==> src/rtl/assert_macros.svh <==
// Assertion macros used by the top level, the RTL file that carries checks.
`ifndef ASSERT_MACROS_SVH
`define ASSERT_MACROS_SVH

// Same-cycle implication, checked outside reset.
`define ASSERT_IMPLIES(label, clk, rst_n, ante, cons, msg) \
  label: assert property (@(posedge clk) disable iff (!rst_n) (ante) |-> (cons)) \
    else $error(msg);

// Next-cycle implication, checked outside reset.
`define ASSERT_NEXT(label, clk, rst_n, ante, cons, msg) \
  label: assert property (@(posedge clk) disable iff (!rst_n) (ante) |=> (cons)) \
    else $error(msg);

`endif

==> src/rtl/dwlf_pkg.sv <==
// Types, constants and small helper functions of the LED fade ramp.
`default_nettype none
package dwlf_pkg;

  // Mode codes of the input transaction
  localparam logic [1:0] MODE_FADE_OUT = 2'd0;
  localparam logic [1:0] MODE_FADE_IN  = 2'd1;
  localparam logic [1:0] MODE_HOLD     = 2'd2;

  localparam logic [6:0]  BrightMax  = 7'd100;
  localparam logic [12:0] KelvinBase = 13'd3000;
  localparam logic [12:0] KelvinSpan = 13'd2700;  // (span / 5) reaches the gear limit
  localparam logic [9:0]  GearMax    = 10'd540;
  localparam logic [15:0] RecipFive  = 16'd52429; // ceil(2^18 / 5)
  localparam int          FiveShift  = 18;
  localparam logic [23:0] RecipTenK  = 24'd13743895; // floor(2^37 / 10000)
  localparam int          TenKShift  = 37;
  localparam logic [13:0] TenK       = 14'd10000;
  localparam logic [13:0] FadeInMul  = 14'd95;
  localparam logic [13:0] FadeInOfs  = 14'd500;
  localparam logic [13:0] FadeOutMul = 14'd100;

  localparam logic [9:0] Band0 = 10'd25;
  localparam logic [9:0] Band1 = 10'd100;
  localparam logic [9:0] Band2 = 10'd200;
  localparam logic [9:0] Band3 = 10'd400;

  // Commands from the controller to the datapath
  typedef struct packed {
    logic load_in;
    logic calc_gear;
    logic plan;
    logic mul;
    logic div;
    logic fix;
    logic sel;      // 0 white channel, 1 yellow channel
    logic commit;
  } cmd_t;

  function automatic logic [13:0] fade_in_factor(input logic [6:0] lvl);
    return ({7'd0, lvl} * FadeInMul) + FadeInOfs;
  endfunction

  function automatic logic [4:0] step_up(input logic [9:0] gear);
    if (gear < Band0) return 5'd25;
    if (gear < Band1) return 5'd20;
    if (gear < Band2) return 5'd15;
    if (gear < Band3) return 5'd10;
    return 5'd5;
  endfunction

  function automatic logic [4:0] step_down(input logic [9:0] gear);
    if (gear < Band0) return 5'd5;
    if (gear < Band1) return 5'd10;
    if (gear < Band2) return 5'd15;
    if (gear < Band3) return 5'd20;
    return 5'd25;
  endfunction

  function automatic logic [10:0] nudge(input logic [10:0] cur, input logic [10:0] tgt);
    if (cur < tgt) return cur + 11'd1;
    if (cur > tgt) return cur - 11'd1;
    return cur;
  endfunction

endpackage
`default_nettype wire

==> src/rtl/dwlf_if.sv <==
// Valid/ready channel interfaces for the tick input and the duty result.
`default_nettype none
interface dwlf_in_if;
  logic        valid;
  logic        ready;
  logic [1:0]  mode;
  logic [6:0]  target_brightness;
  logic [12:0] target_kelvin;
  logic        snap_colour;

  modport source (output valid, mode, target_brightness, target_kelvin, snap_colour,
                  input ready);
  modport sink   (input valid, mode, target_brightness, target_kelvin, snap_colour,
                  output ready);
endinterface

interface dwlf_out_if;
  logic        valid;
  logic        ready;
  logic [10:0] white_duty;
  logic [10:0] yellow_duty;
  logic        light_enable;

  modport source (output valid, white_duty, yellow_duty, light_enable, input ready);
  modport sink   (input valid, white_duty, yellow_duty, light_enable, output ready);
endinterface
`default_nettype wire

==> src/rtl/dwlf_ctrl.sv <==
// Sequencing state machine: steps the datapath through one tick.
`default_nettype none
module dwlf_ctrl (
  input  logic            clk,
  input  logic            rst_n,
  input  logic            in_valid,
  output logic            in_ready,
  output logic            out_valid,
  input  logic            out_ready,
  output dwlf_pkg::cmd_t  cmd
);

  typedef enum logic [2:0] {
    S_IDLE, S_GEAR, S_PLAN, S_MUL, S_DIV, S_FIX, S_COMMIT
  } state_t;

  state_t state_r;
  logic   sel_r;
  logic   out_valid_r;
  logic   commit_go;

  // result slot is free, or its transaction completes this cycle
  assign commit_go = (state_r == S_COMMIT) && (!out_valid_r || out_ready);

  assign in_ready  = (state_r == S_IDLE);
  assign out_valid = out_valid_r;

  assign cmd.load_in   = in_valid && (state_r == S_IDLE);
  assign cmd.calc_gear = (state_r == S_GEAR);
  assign cmd.plan      = (state_r == S_PLAN);
  assign cmd.mul       = (state_r == S_MUL);
  assign cmd.div       = (state_r == S_DIV);
  assign cmd.fix       = (state_r == S_FIX);
  assign cmd.sel       = sel_r;
  assign cmd.commit    = commit_go;

  always_ff @(posedge clk) begin
    if (!rst_n) begin
      state_r     <= S_IDLE;
      sel_r       <= 1'b0;
      out_valid_r <= 1'b0;
    end else begin
      // a new result replaces the one taken in the same cycle
      if (commit_go) begin
        out_valid_r <= 1'b1;
      end else if (out_ready) begin
        out_valid_r <= 1'b0;
      end
      unique case (state_r)
        S_IDLE: begin
          if (in_valid) state_r <= S_GEAR;
        end
        S_GEAR: state_r <= S_PLAN;
        S_PLAN: begin
          state_r <= S_MUL;
          sel_r   <= 1'b0;
        end
        S_MUL: state_r <= S_DIV;
        S_DIV: state_r <= S_FIX;
        S_FIX: begin
          if (!sel_r) begin
            state_r <= S_MUL;
            sel_r   <= 1'b1;
          end else begin
            state_r <= S_COMMIT;
          end
        end
        S_COMMIT: begin
          if (commit_go) state_r <= S_IDLE;
        end
        default: state_r <= S_IDLE;
      endcase
    end
  end

endmodule
`default_nettype wire

==> src/rtl/dwlf_dp.sv <==
// Datapath: gear, step planning, shared duty multiply/divide, lamp state.
`default_nettype none
module dwlf_dp (
  input  logic            clk,
  input  logic            rst_n,
  input  dwlf_pkg::cmd_t  cmd,
  input  logic [1:0]      in_mode,
  input  logic [6:0]      in_target_brightness,
  input  logic [12:0]     in_target_kelvin,
  input  logic            in_snap_colour,
  output logic [10:0]     out_white_duty,
  output logic [10:0]     out_yellow_duty,
  output logic            out_light_enable
);

  typedef enum logic [1:0] {ACT_NONE, ACT_LOAD, ACT_NUDGE} act_t;

  // captured transaction
  logic [1:0]  mode_r;
  logic [6:0]  tb_r;
  logic [12:0] kelvin_r;
  logic        snap_r;

  // lamp state
  logic [6:0]  bright_r;
  logic [9:0]  colour_r;
  logic [10:0] white_r;
  logic [10:0] yellow_r;
  logic        lamp_r;

  // gear
  logic [12:0] kdiff;
  logic [27:0] gprod;
  logic [9:0]  gear_calc;
  logic [9:0]  gear_r;

  // plan
  logic [9:0]  colour_eff;
  logic [4:0]  sup;
  logic [4:0]  sdn;
  logic [10:0] col_up_sum;
  logic [9:0]  col_up;
  logic [10:0] gear_plus;
  logic [9:0]  col_dn;
  logic [6:0]  bright_mv;
  act_t        act;
  logic [6:0]  bright_n;
  logic [9:0]  colour_n;
  logic        lamp_n;
  logic [13:0] fac;
  logic [9:0]  pw;
  logic [9:0]  py;

  act_t        act_r;
  logic [6:0]  bright_n_r;
  logic [9:0]  colour_n_r;
  logic        lamp_n_r;
  logic [15:0] fac3_r;
  logic [9:0]  pw_r;
  logic [9:0]  py_r;

  // duty = fac3 * part / 10000
  logic [9:0]  part;
  logic [25:0] p_r;
  logic [49:0] qprod;
  logic [12:0] q0_r;
  logic [26:0] back;
  logic [26:0] rem;
  logic [12:0] q;
  logic [10:0] dw_r;
  logic [10:0] dy_r;

  // commit
  logic [10:0] wn;
  logic [10:0] yn;
  logic [10:0] white_fin;
  logic [10:0] yellow_fin;
  logic [9:0]  colour_fin;

  always_ff @(posedge clk) begin
    if (cmd.load_in) begin
      mode_r   <= in_mode;
      tb_r     <= (in_target_brightness > dwlf_pkg::BrightMax) ?
                  dwlf_pkg::BrightMax : in_target_brightness;
      kelvin_r <= in_target_kelvin;
      snap_r   <= in_snap_colour;
    end
  end

  // divide by five through a reciprocal, exact below the clamp point
  assign kdiff = kelvin_r - dwlf_pkg::KelvinBase;
  assign gprod = {16'd0, kdiff[11:0]} * {12'd0, dwlf_pkg::RecipFive};

  always_comb begin
    if (kelvin_r < dwlf_pkg::KelvinBase) begin
      gear_calc = 10'd0;
    end else if (kdiff >= dwlf_pkg::KelvinSpan) begin
      gear_calc = dwlf_pkg::GearMax;
    end else begin
      gear_calc = gprod[dwlf_pkg::FiveShift +: 10];
    end
  end

  always_ff @(posedge clk) begin
    if (cmd.calc_gear) gear_r <= gear_calc;
  end

  always_comb begin
    colour_eff = snap_r ? gear_r : colour_r;
    sup        = dwlf_pkg::step_up(gear_r);
    sdn        = dwlf_pkg::step_down(gear_r);
    col_up_sum = {1'b0, colour_eff} + {6'd0, sup};
    col_up     = (col_up_sum > {1'b0, gear_r}) ? gear_r : col_up_sum[9:0];
    gear_plus  = {1'b0, gear_r} + {6'd0, sdn};
    col_dn     = ({1'b0, colour_eff} > gear_plus) ? (colour_eff - {5'd0, sdn}) : gear_r;
    bright_mv  = (bright_r < tb_r) ? (bright_r + 7'd1) : (bright_r - 7'd1);

    act      = ACT_NONE;
    bright_n = bright_r;
    colour_n = colour_eff;
    lamp_n   = lamp_r;
    fac      = dwlf_pkg::fade_in_factor(tb_r);
    pw       = gear_r;
    py       = dwlf_pkg::GearMax - gear_r;

    case (mode_r)
      dwlf_pkg::MODE_FADE_OUT: begin
        if (bright_r != 7'd0) begin
          act      = ACT_LOAD;
          bright_n = bright_r - 7'd1;
          fac      = {7'd0, bright_n} * dwlf_pkg::FadeOutMul;
        end else begin
          lamp_n = 1'b0;
        end
      end
      dwlf_pkg::MODE_FADE_IN: begin
        lamp_n = 1'b1;
        if (bright_r != tb_r) begin
          act      = ACT_LOAD;
          bright_n = bright_mv;
          fac      = dwlf_pkg::fade_in_factor(bright_mv);
        end else if (colour_eff != gear_r) begin
          if (colour_eff < gear_r) begin
            if (colour_eff > dwlf_pkg::GearMax) begin
              act = ACT_NUDGE;
            end else begin
              act      = ACT_LOAD;
              colour_n = col_up;
              pw       = col_up;
              py       = dwlf_pkg::GearMax - col_up;
            end
          end else begin
            if (colour_eff < dwlf_pkg::Band0) begin
              act = ACT_NUDGE;
            end else begin
              // yellow keeps the target gear on the way down
              act      = ACT_LOAD;
              colour_n = col_dn;
              pw       = col_dn;
            end
          end
        end
      end
      default: ;
    endcase
  end

  always_ff @(posedge clk) begin
    if (cmd.plan) begin
      act_r      <= act;
      bright_n_r <= bright_n;
      colour_n_r <= colour_n;
      lamp_n_r   <= lamp_n;
      fac3_r     <= {2'd0, fac} * 16'd3;
      pw_r       <= pw;
      py_r       <= py;
    end
  end

  // shared multiply, reciprocal divide and one-step correction
  assign part  = cmd.sel ? py_r : pw_r;
  assign qprod = {24'd0, p_r} * {26'd0, dwlf_pkg::RecipTenK};
  assign back  = {14'd0, q0_r} * {13'd0, dwlf_pkg::TenK};
  assign rem   = {1'b0, p_r} - back;
  assign q     = q0_r + ((rem >= {13'd0, dwlf_pkg::TenK}) ? 13'd1 : 13'd0);

  always_ff @(posedge clk) begin
    if (cmd.mul) p_r <= {10'd0, fac3_r} * {16'd0, part};
    if (cmd.div) q0_r <= qprod[dwlf_pkg::TenKShift +: 13];
    if (cmd.fix) begin
      if (cmd.sel) dy_r <= q[10:0];
      else         dw_r <= q[10:0];
    end
  end

  always_comb begin
    wn         = dwlf_pkg::nudge(white_r, dw_r);
    yn         = dwlf_pkg::nudge(yellow_r, dy_r);
    white_fin  = white_r;
    yellow_fin = yellow_r;
    colour_fin = colour_n_r;
    case (act_r)
      ACT_LOAD: begin
        white_fin  = dw_r;
        yellow_fin = dy_r;
      end
      ACT_NUDGE: begin
        white_fin  = wn;
        yellow_fin = yn;
        if ((wn == dw_r) || (yn == dy_r)) colour_fin = gear_r;
      end
      default: ;
    endcase
  end

  always_ff @(posedge clk) begin
    if (!rst_n) begin
      bright_r <= 7'd0;
      colour_r <= 10'd0;
      white_r  <= 11'd0;
      yellow_r <= 11'd0;
      lamp_r   <= 1'b0;
    end else if (cmd.commit) begin
      bright_r <= bright_n_r;
      colour_r <= colour_fin;
      white_r  <= white_fin;
      yellow_r <= yellow_fin;
      lamp_r   <= lamp_n_r;
    end
  end

  // the result is the committed state, held until the next commit
  assign out_white_duty   = white_r;
  assign out_yellow_duty  = yellow_r;
  assign out_light_enable = lamp_r;

endmodule
`default_nettype wire

==> src/rtl/dual_white_led_fade_ramp_top.sv <==
// Top level of the dual white LED fade and colour ramp.
//
// in_ch carries one tick transaction: mode, target brightness, target
// kelvin and the snap flag. out_ch returns one transaction per tick with
// the cool white and warm yellow duties and the lamp enable.
// A tick is taken when in_ch.ready is high, which is only while the block
// is idle. The result goes valid after the input transaction has passed
// through gear, plan, then two passes of multiply, reciprocal divide and
// correction through one shared duty unit, then the commit. A new tick is
// taken the cycle after commit. The result sits in the lamp state registers;
// a stalled receiver does not block the next tick, which runs up to its
// commit and waits there until the pending result has been taken.
// Synchronous reset clears the brightness, colour level, both duties and
// the enable, and leaves both channels empty.
`default_nettype none
`include "assert_macros.svh"
module dual_white_led_fade_ramp_top (
  input  logic        clk,
  input  logic        rst_n,
  dwlf_in_if.sink     in_ch,
  dwlf_out_if.source  out_ch
);

  dwlf_pkg::cmd_t cmd;

  dwlf_ctrl u_ctrl (
    .clk       (clk),
    .rst_n     (rst_n),
    .in_valid  (in_ch.valid),
    .in_ready  (in_ch.ready),
    .out_valid (out_ch.valid),
    .out_ready (out_ch.ready),
    .cmd       (cmd)
  );

  dwlf_dp u_dp (
    .clk                  (clk),
    .rst_n                (rst_n),
    .cmd                  (cmd),
    .in_mode              (in_ch.mode),
    .in_target_brightness (in_ch.target_brightness),
    .in_target_kelvin     (in_ch.target_kelvin),
    .in_snap_colour       (in_ch.snap_colour),
    .out_white_duty       (out_ch.white_duty),
    .out_yellow_duty      (out_ch.yellow_duty),
    .out_light_enable     (out_ch.light_enable)
  );

  `ASSERT_NEXT(a_one_tick_at_a_time, clk, rst_n,
               in_ch.valid && in_ch.ready, !in_ch.ready,
               "tick accepted while busy")
  `ASSERT_IMPLIES(a_duty_range, clk, rst_n, out_ch.valid,
                  (out_ch.white_duty <= 11'd1620) && (out_ch.yellow_duty <= 11'd1620),
                  "duty out of range")

endmodule
`default_nettype wire
==> src/flat_wrapper.sv <==
// flat-port wrapper written by rule: the top's interface ports become plain ports
module dual_white_led_fade_ramp_top_flat 
  (clk, rst_n, in_ch_valid, in_ch_mode, in_ch_target_brightness, in_ch_target_kelvin, in_ch_snap_colour, in_ch_ready, out_ch_valid, out_ch_white_duty, out_ch_yellow_duty, out_ch_light_enable, out_ch_ready);
  dwlf_in_if in_ch_i ();
  dwlf_out_if out_ch_i ();
  input  logic clk;
  input  logic rst_n;
  input wire logic [$bits(in_ch_i.valid)-1:0] in_ch_valid;
  input wire logic [$bits(in_ch_i.mode)-1:0] in_ch_mode;
  input wire logic [$bits(in_ch_i.target_brightness)-1:0] in_ch_target_brightness;
  input wire logic [$bits(in_ch_i.target_kelvin)-1:0] in_ch_target_kelvin;
  input wire logic [$bits(in_ch_i.snap_colour)-1:0] in_ch_snap_colour;
  output wire logic [$bits(in_ch_i.ready)-1:0] in_ch_ready;
  output wire logic [$bits(out_ch_i.valid)-1:0] out_ch_valid;
  output wire logic [$bits(out_ch_i.white_duty)-1:0] out_ch_white_duty;
  output wire logic [$bits(out_ch_i.yellow_duty)-1:0] out_ch_yellow_duty;
  output wire logic [$bits(out_ch_i.light_enable)-1:0] out_ch_light_enable;
  input wire logic [$bits(out_ch_i.ready)-1:0] out_ch_ready;
  assign in_ch_i.valid = in_ch_valid;
  assign in_ch_i.mode = in_ch_mode;
  assign in_ch_i.target_brightness = in_ch_target_brightness;
  assign in_ch_i.target_kelvin = in_ch_target_kelvin;
  assign in_ch_i.snap_colour = in_ch_snap_colour;
  assign in_ch_ready = in_ch_i.ready;
  assign out_ch_valid = out_ch_i.valid;
  assign out_ch_white_duty = out_ch_i.white_duty;
  assign out_ch_yellow_duty = out_ch_i.yellow_duty;
  assign out_ch_light_enable = out_ch_i.light_enable;
  assign out_ch_i.ready = out_ch_ready;
  dual_white_led_fade_ramp_top u_core (.clk(clk), .rst_n(rst_n), .in_ch(in_ch_i), .out_ch(out_ch_i));
endmodule
==> config.mk <==
export PLATFORM = sky130hd
export DESIGN_NAME = dual_white_led_fade_ramp_top_flat
export DESIGN_NICKNAME = d
export VERILOG_FILES = /design/src/rtl/dwlf_pkg.sv /design/src/rtl/dwlf_if.sv /design/src/rtl/dwlf_ctrl.sv /design/src/rtl/dwlf_dp.sv /design/src/rtl/dual_white_led_fade_ramp_top.sv /design/src/flat_wrapper.sv
export VERILOG_INCLUDE_DIRS = /design/src /design/src/rtl
export SDC_FILE = /design/constraint.sdc
export NUM_CORES = 2
export LEC_CHECK = 0
export ABC_AREA = 1
export BUFFER_PORTS_ARGS = -buffer_cell sky130_fd_sc_hd__buf_2
export CAP_MARGIN = 20
export CORE_MARGIN = 5
export CORE_UTILIZATION = 41
export DETAILED_ROUTE_END_ITERATION = 10
export SYNTH_ARGS = -nofsm -noshare
export SYNTH_HDL_FRONTEND = slang
export SYNTH_HIERARCHICAL = 1
export SYNTH_SLANG_ARGS = --single-unit
==> constraint.sdc <==
create_clock -name clk -period 7.8 [get_ports clk]
set_clock_uncertainty 0.05 [all_clocks]
set_input_delay 0 -clock clk [delete_from_list [all_inputs] [get_ports clk]]
set_output_delay 0 -clock clk [all_outputs]
set_load 0.01 [all_outputs]
==> Implementation_results.wiki <==
{| class="wikitable"
! Metric !! Value
|-
| Status || completed
|-
| Net count of the finished layout || about 6k
|-
| Maximum number of pins on one net before global-route repair || 44
|-
| GR Util All Layers || 0.201
|-
| Total CTS buffers || 17
|-
| Top flip-flop cell by instance count after synthesis || sky130_fd_sc_hd__edfxtp_1
|-
| Post-synth EDFFs || 150
|-
| Clock buffer depth || 2
|-
| Maximum single-stage delay on the critical path || 0.52 ns
|-
| Setup-violating endpoint count in the final report || 0
|-
| Clock-pin slew of the registers on the worst-case setup and hold paths || 0.09 ns
|-
| Multi-input logic area || 29300 um2
|-
| CP Class || flip-flop to flip-flop
|-
| Latest clock arrival within the worst-skew pair || between 0.4 and 0.5 ns
|-
| Netlist area before placement || 39100 um2
|-
| Number of standard cells in the final layout excluding fillers || 6035
|-
| Fin Hold WS || about 0.16 ns
|-
| Count of endpoints failing hold in the final timing report || 0
|-
| CP required || 8.04 ns
|-
| Crit path launch type || flip-flop
|-
| First-pass GRT wire length || about 170 mm
|-
| Cell Count Post-Placement || 5966
|-
| Final worst path period need || 7.30 ns
|-
| Unrepaired setup endpoints after global routing || no
|-
| Count of vias placed by the detailed router || ~30k
|-
| Nets in the synthesized netlist || 5864
|-
| TritonCTS clock tree || built
|-
| Average wire per cell in the routed design || 16.8 um
|-
| TNS Setup || 0 ns
|-
| Final Max Slew Viols || 0
|-
| Final non-filler cell area || 41900 um2
|-
| Kind of path behind the tightest hold check || primary input to flip-flop
|-
| Post-DP HPWL || between 80 and 90 mm
|-
| Family of cells with the greatest summed delay on the critical path || adder cells
|-
| Share of Yosys cell area claimed by the top area cell type || 0.253
|-
| Clock Root Buffer || sky130_fd_sc_hd__clkbuf_16
|-
| Combined flip-flop and latch cell area || 5410 um2
|-
| Worst endpoint data arrival time || 7.54 ns
|-
| Cell taking the most area after synthesis || sky130_fd_sc_hd__fa_1
|-
| Mean Syn Cell Area || between 8 and 9 um2
|-
| Fraction of layout cells with a size suffix above 1 || 0.0499
|-
| Cell seen most often among critical-path stages || sky130_fd_sc_hd__nand2_1
|-
| CP max-delay cell || sky130_fd_sc_hd__fa_1
|-
| Standard-cell row count || roughly 110
|-
| Die Wd || approximately 320 um
|-
| Critical Path Sink Type || flip-flop
|-
| Post-Synthesis Cells || approximately 4.7k
|-
| Die area || 102000 um2
|-
| Sequential-to-total area share from yosys stat || 0.138
|-
| Worst max-slew margin expressed relative to the limit || 0.352
|-
| Final worst path period share || 0.936
|-
| Area growth from synthesis to layout || 7.24%
|-
| Post-detailed-routing wire length || a little over 100 mm
|-
| Synthesized flop and latch total || 195
|-
| Max_cap viols || 0
|-
| Antenna violations before repair || 0
|-
| Actual slew at the worst max-slew pin || 0.968 ns
|-
| Maximum clock frequency || 0.137 GHz
|-
| Via count of the first global-routing pass || around 31k
|-
| Async set or reset register ratio after synthesis || 0
|-
| Area of the placeable core || 94700 um2
|-
| Number of synthesis warnings || 6
|-
| Number of buffer and inverter instances along the worst setup path || 7
|-
| Number of ports placed on the die boundary || 52
|-
| Die height || 319 um
|-
| Placed Area || 40900 um2
|-
| Count of buffers inserted at the top-level ports || 51
|-
| Clk sink count || 195
|-
| Drt drc || 0
|-
| Total iterations of the first detailed-routing run || 5
|-
| Final estimated routing congestion in global placement || between 0.9 and 1
|-
| Total global routing overflow || 0
|-
| Drt first-iter violations || 1689
|-
| Maximum fanout encountered on the critical timing path || 6
|-
| Antenna-violating nets left || 0
|-
| Number of filler cells placed in the layout || around 9.5k
|-
| H-tree lvl count || 4
|-
| Count of unique library cells instantiated by Yosys || 67
|-
| Initial core utilization || 0.412
|-
| Per-cell via count in the routed design || 5.05
|-
| Antenna Diode Count || 0
|-
| Synth top area cells || sky130_fd_sc_hd__fa_1 25%, sky130_fd_sc_hd__ha_1 21%, sky130_fd_sc_hd__edfxtp_1 12%, sky130_fd_sc_hd__inv_1 10%, sky130_fd_sc_hd__nand2_1 7.1%
|}
## layout by cell type, fill, tap and decap left out, types with 6 or more instances in the layout
cell type,Yosys,final
sky130_fd_sc_hd__o21ai_2,10,11
sky130_fd_sc_hd__o21ai_1,14,17
sky130_fd_sc_hd__a211oi_1,9,9
sky130_fd_sc_hd__fa_1,494,494
sky130_fd_sc_hd__nand2_1,742,742
sky130_fd_sc_hd__dlygate4sd3_1,0,29
sky130_fd_sc_hd__buf_4,4,55
sky130_fd_sc_hd__xor2_1,125,125
sky130_fd_sc_hd__clkbuf_16,0,17
sky130_fd_sc_hd__o21bai_1,16,16
sky130_fd_sc_hd__o21ai_0,152,148
sky130_fd_sc_hd__nor4_1,11,11
sky130_fd_sc_hd__nor3_1,33,33
sky130_fd_sc_hd__xnor2_1,47,47
sky130_fd_sc_hd__inv_1,1039,1038
sky130_fd_sc_hd__a21oi_1,290,290
sky130_fd_sc_hd__nor2_2,8,9
sky130_fd_sc_hd__ha_1,669,667
sky130_fd_sc_hd__a31oi_1,31,31
sky130_fd_sc_hd__a21o_1,13,13
sky130_fd_sc_hd__nand4_1,41,41
sky130_fd_sc_hd__inv_2,11,12
sky130_fd_sc_hd__dfxtp_1,45,45
sky130_fd_sc_hd__edfxtp_1,150,150
sky130_fd_sc_hd__nor2_1,307,306
sky130_fd_sc_hd__nand3_1,177,177
sky130_fd_sc_hd__o211ai_1,35,35
sky130_fd_sc_hd__nand2_2,11,11
sky130_fd_sc_hd__a22oi_1,6,6
sky130_fd_sc_hd__buf_2,15,51
sky130_fd_sc_hd__or2_2,27,27
sky130_fd_sc_hd__a221oi_1,8,8
sky130_fd_sc_hd__o22ai_1,15,15
## kinds of logic after synthesis
| logic type | Yosys count | synth area share |
|---|---|---|
| AO/OA/AOI/OAI | 630 | 0.0924 |
| XOR/XNOR | 174 | 0.0397 |
| adder cells (fa/ha/maj) | 1163 | 0.468 |
| buffers and inverters | 1129 | 0.111 |
| flip-flops | 195 | 0.138 |
| multiplexers | 1 | 0.000256 |
| AND/OR/NAND/NOR | 1382 | 0.150 |
## registers in the layout, summed over array words and instances, names as in the netlist, 3 cells and up
name,flops
u_core/u_dp/bright_n_r,7
u_core/u_dp/bright_r,7
u_core/u_dp/tb_r,7
u_core/u_dp/dw_r,11
u_core/u_dp/dy_r,11
u_core/u_dp/colour_r,10
u_core/u_dp/pw_r,10
u_core/u_dp/fac3_r,16
u_core/u_dp/out_yellow_duty,11
u_core/u_ctrl/state_r,3
u_core/u_dp/out_white_duty,11
u_core/u_dp/gear_r,10
u_core/u_dp/p_r,26
u_core/u_dp/kelvin_r,13
u_core/u_dp/q0_r,13
u_core/u_dp/py_r,10
u_core/u_dp/colour_n_r,10
## layout make-up
type | instances | area share
Multi-Input combinational cell | 3350 | 0.700
Timing Repair Buffer | 137 | 0.0239
Sequential cell | 195 | 0.129
Clock buffer | 18 | 0.0105
Clock inverter | 14 | 0.00409
Tap cell | 1265 | 0.0378
Inverter | 1056 | 0.0948
## final timing paths
check	startpoint	endpoint	slack (ns)	depth (start not counted)
setup / recovery	u_core/u_dp/q0_r[6]	u_core/u_dp/dy_r[9]	0.50	39
hold / removal	in_ch_target_kelvin[0]	u_core/u_dp/kelvin_r[0]	0.16	2
setup reg to reg	u_core/u_dp/q0_r[6]	u_core/u_dp/dy_r[9]	0.50	39
hold reg to reg	u_core/u_dp/colour_r[1]	u_core/u_dp/colour_r[1]	0.42	2
## synth_stat cells, types with 9 or more instances
cell                          n
sky130_fd_sc_hd__a211oi_1     9
sky130_fd_sc_hd__a21o_1      13
sky130_fd_sc_hd__a21oi_1    290
sky130_fd_sc_hd__a31oi_1     31
sky130_fd_sc_hd__buf_2       15
sky130_fd_sc_hd__clkbuf_1    38
sky130_fd_sc_hd__dfxtp_1     45
sky130_fd_sc_hd__edfxtp_1   150
sky130_fd_sc_hd__fa_1       494
sky130_fd_sc_hd__ha_1       669
sky130_fd_sc_hd__inv_1     1039
sky130_fd_sc_hd__inv_2       11
sky130_fd_sc_hd__nand2_1    742
sky130_fd_sc_hd__nand2_2     11
sky130_fd_sc_hd__nand3_1    177
sky130_fd_sc_hd__nand4_1     41
sky130_fd_sc_hd__nor2_1     307
sky130_fd_sc_hd__nor3_1      33
sky130_fd_sc_hd__nor4_1      11
sky130_fd_sc_hd__o211ai_1    35
sky130_fd_sc_hd__o21ai_0    152
sky130_fd_sc_hd__o21ai_1     14
sky130_fd_sc_hd__o21ai_2     10
sky130_fd_sc_hd__o21bai_1    16
sky130_fd_sc_hd__o22ai_1     15
sky130_fd_sc_hd__or2_2       27
sky130_fd_sc_hd__xnor2_1     47
sky130_fd_sc_hd__xor2_1     125
## worst reg2reg max path, delay by kind of cell, from the launching register on
| family | cells | cell delay (ns) |
|---|---|---|
| and+or+nand+nor | 14 | 1.62 |
| xor gates and xnor gates | 2 | 0.37 |
| adders and majority gates | 8 | 2.96 |
| AOI/OAI and AO/OA | 8 | 1.08 |
| buffers and inverters | 7 | 0.58 |
| DFF | 1 | 0.45 |
## stage by stage
step           utilization  setup WS, ns
2_1_floorplan            -          1.07
3_3_place_gp         0.432         0.447
3_5_place_dp         0.432         0.322
4_1_cts              0.441         0.290
5_1_grt              0.442       0.00790
6_report             0.442         0.501
## metal layers
layer	GRT usage	routed length [um]	vias up
met5	0	0	-
met2	0.342	47800	678
met1	0.279	47100	14600
li1	-	-	15100
met3	0.0231	4430	95
met4	0.0390	1900	0
## timing repair
item	in CTS	in global routing
hold endpoints to repair	36	0
gates resized for setup	0	5
endpoints found under the setup margin	0	22
setup buffers	0	6
hold buffers	29	0
Power is left out: the tool's default activity adds up to more than one toggle a clock period on the data nets, which glitch-free logic cannot reach.
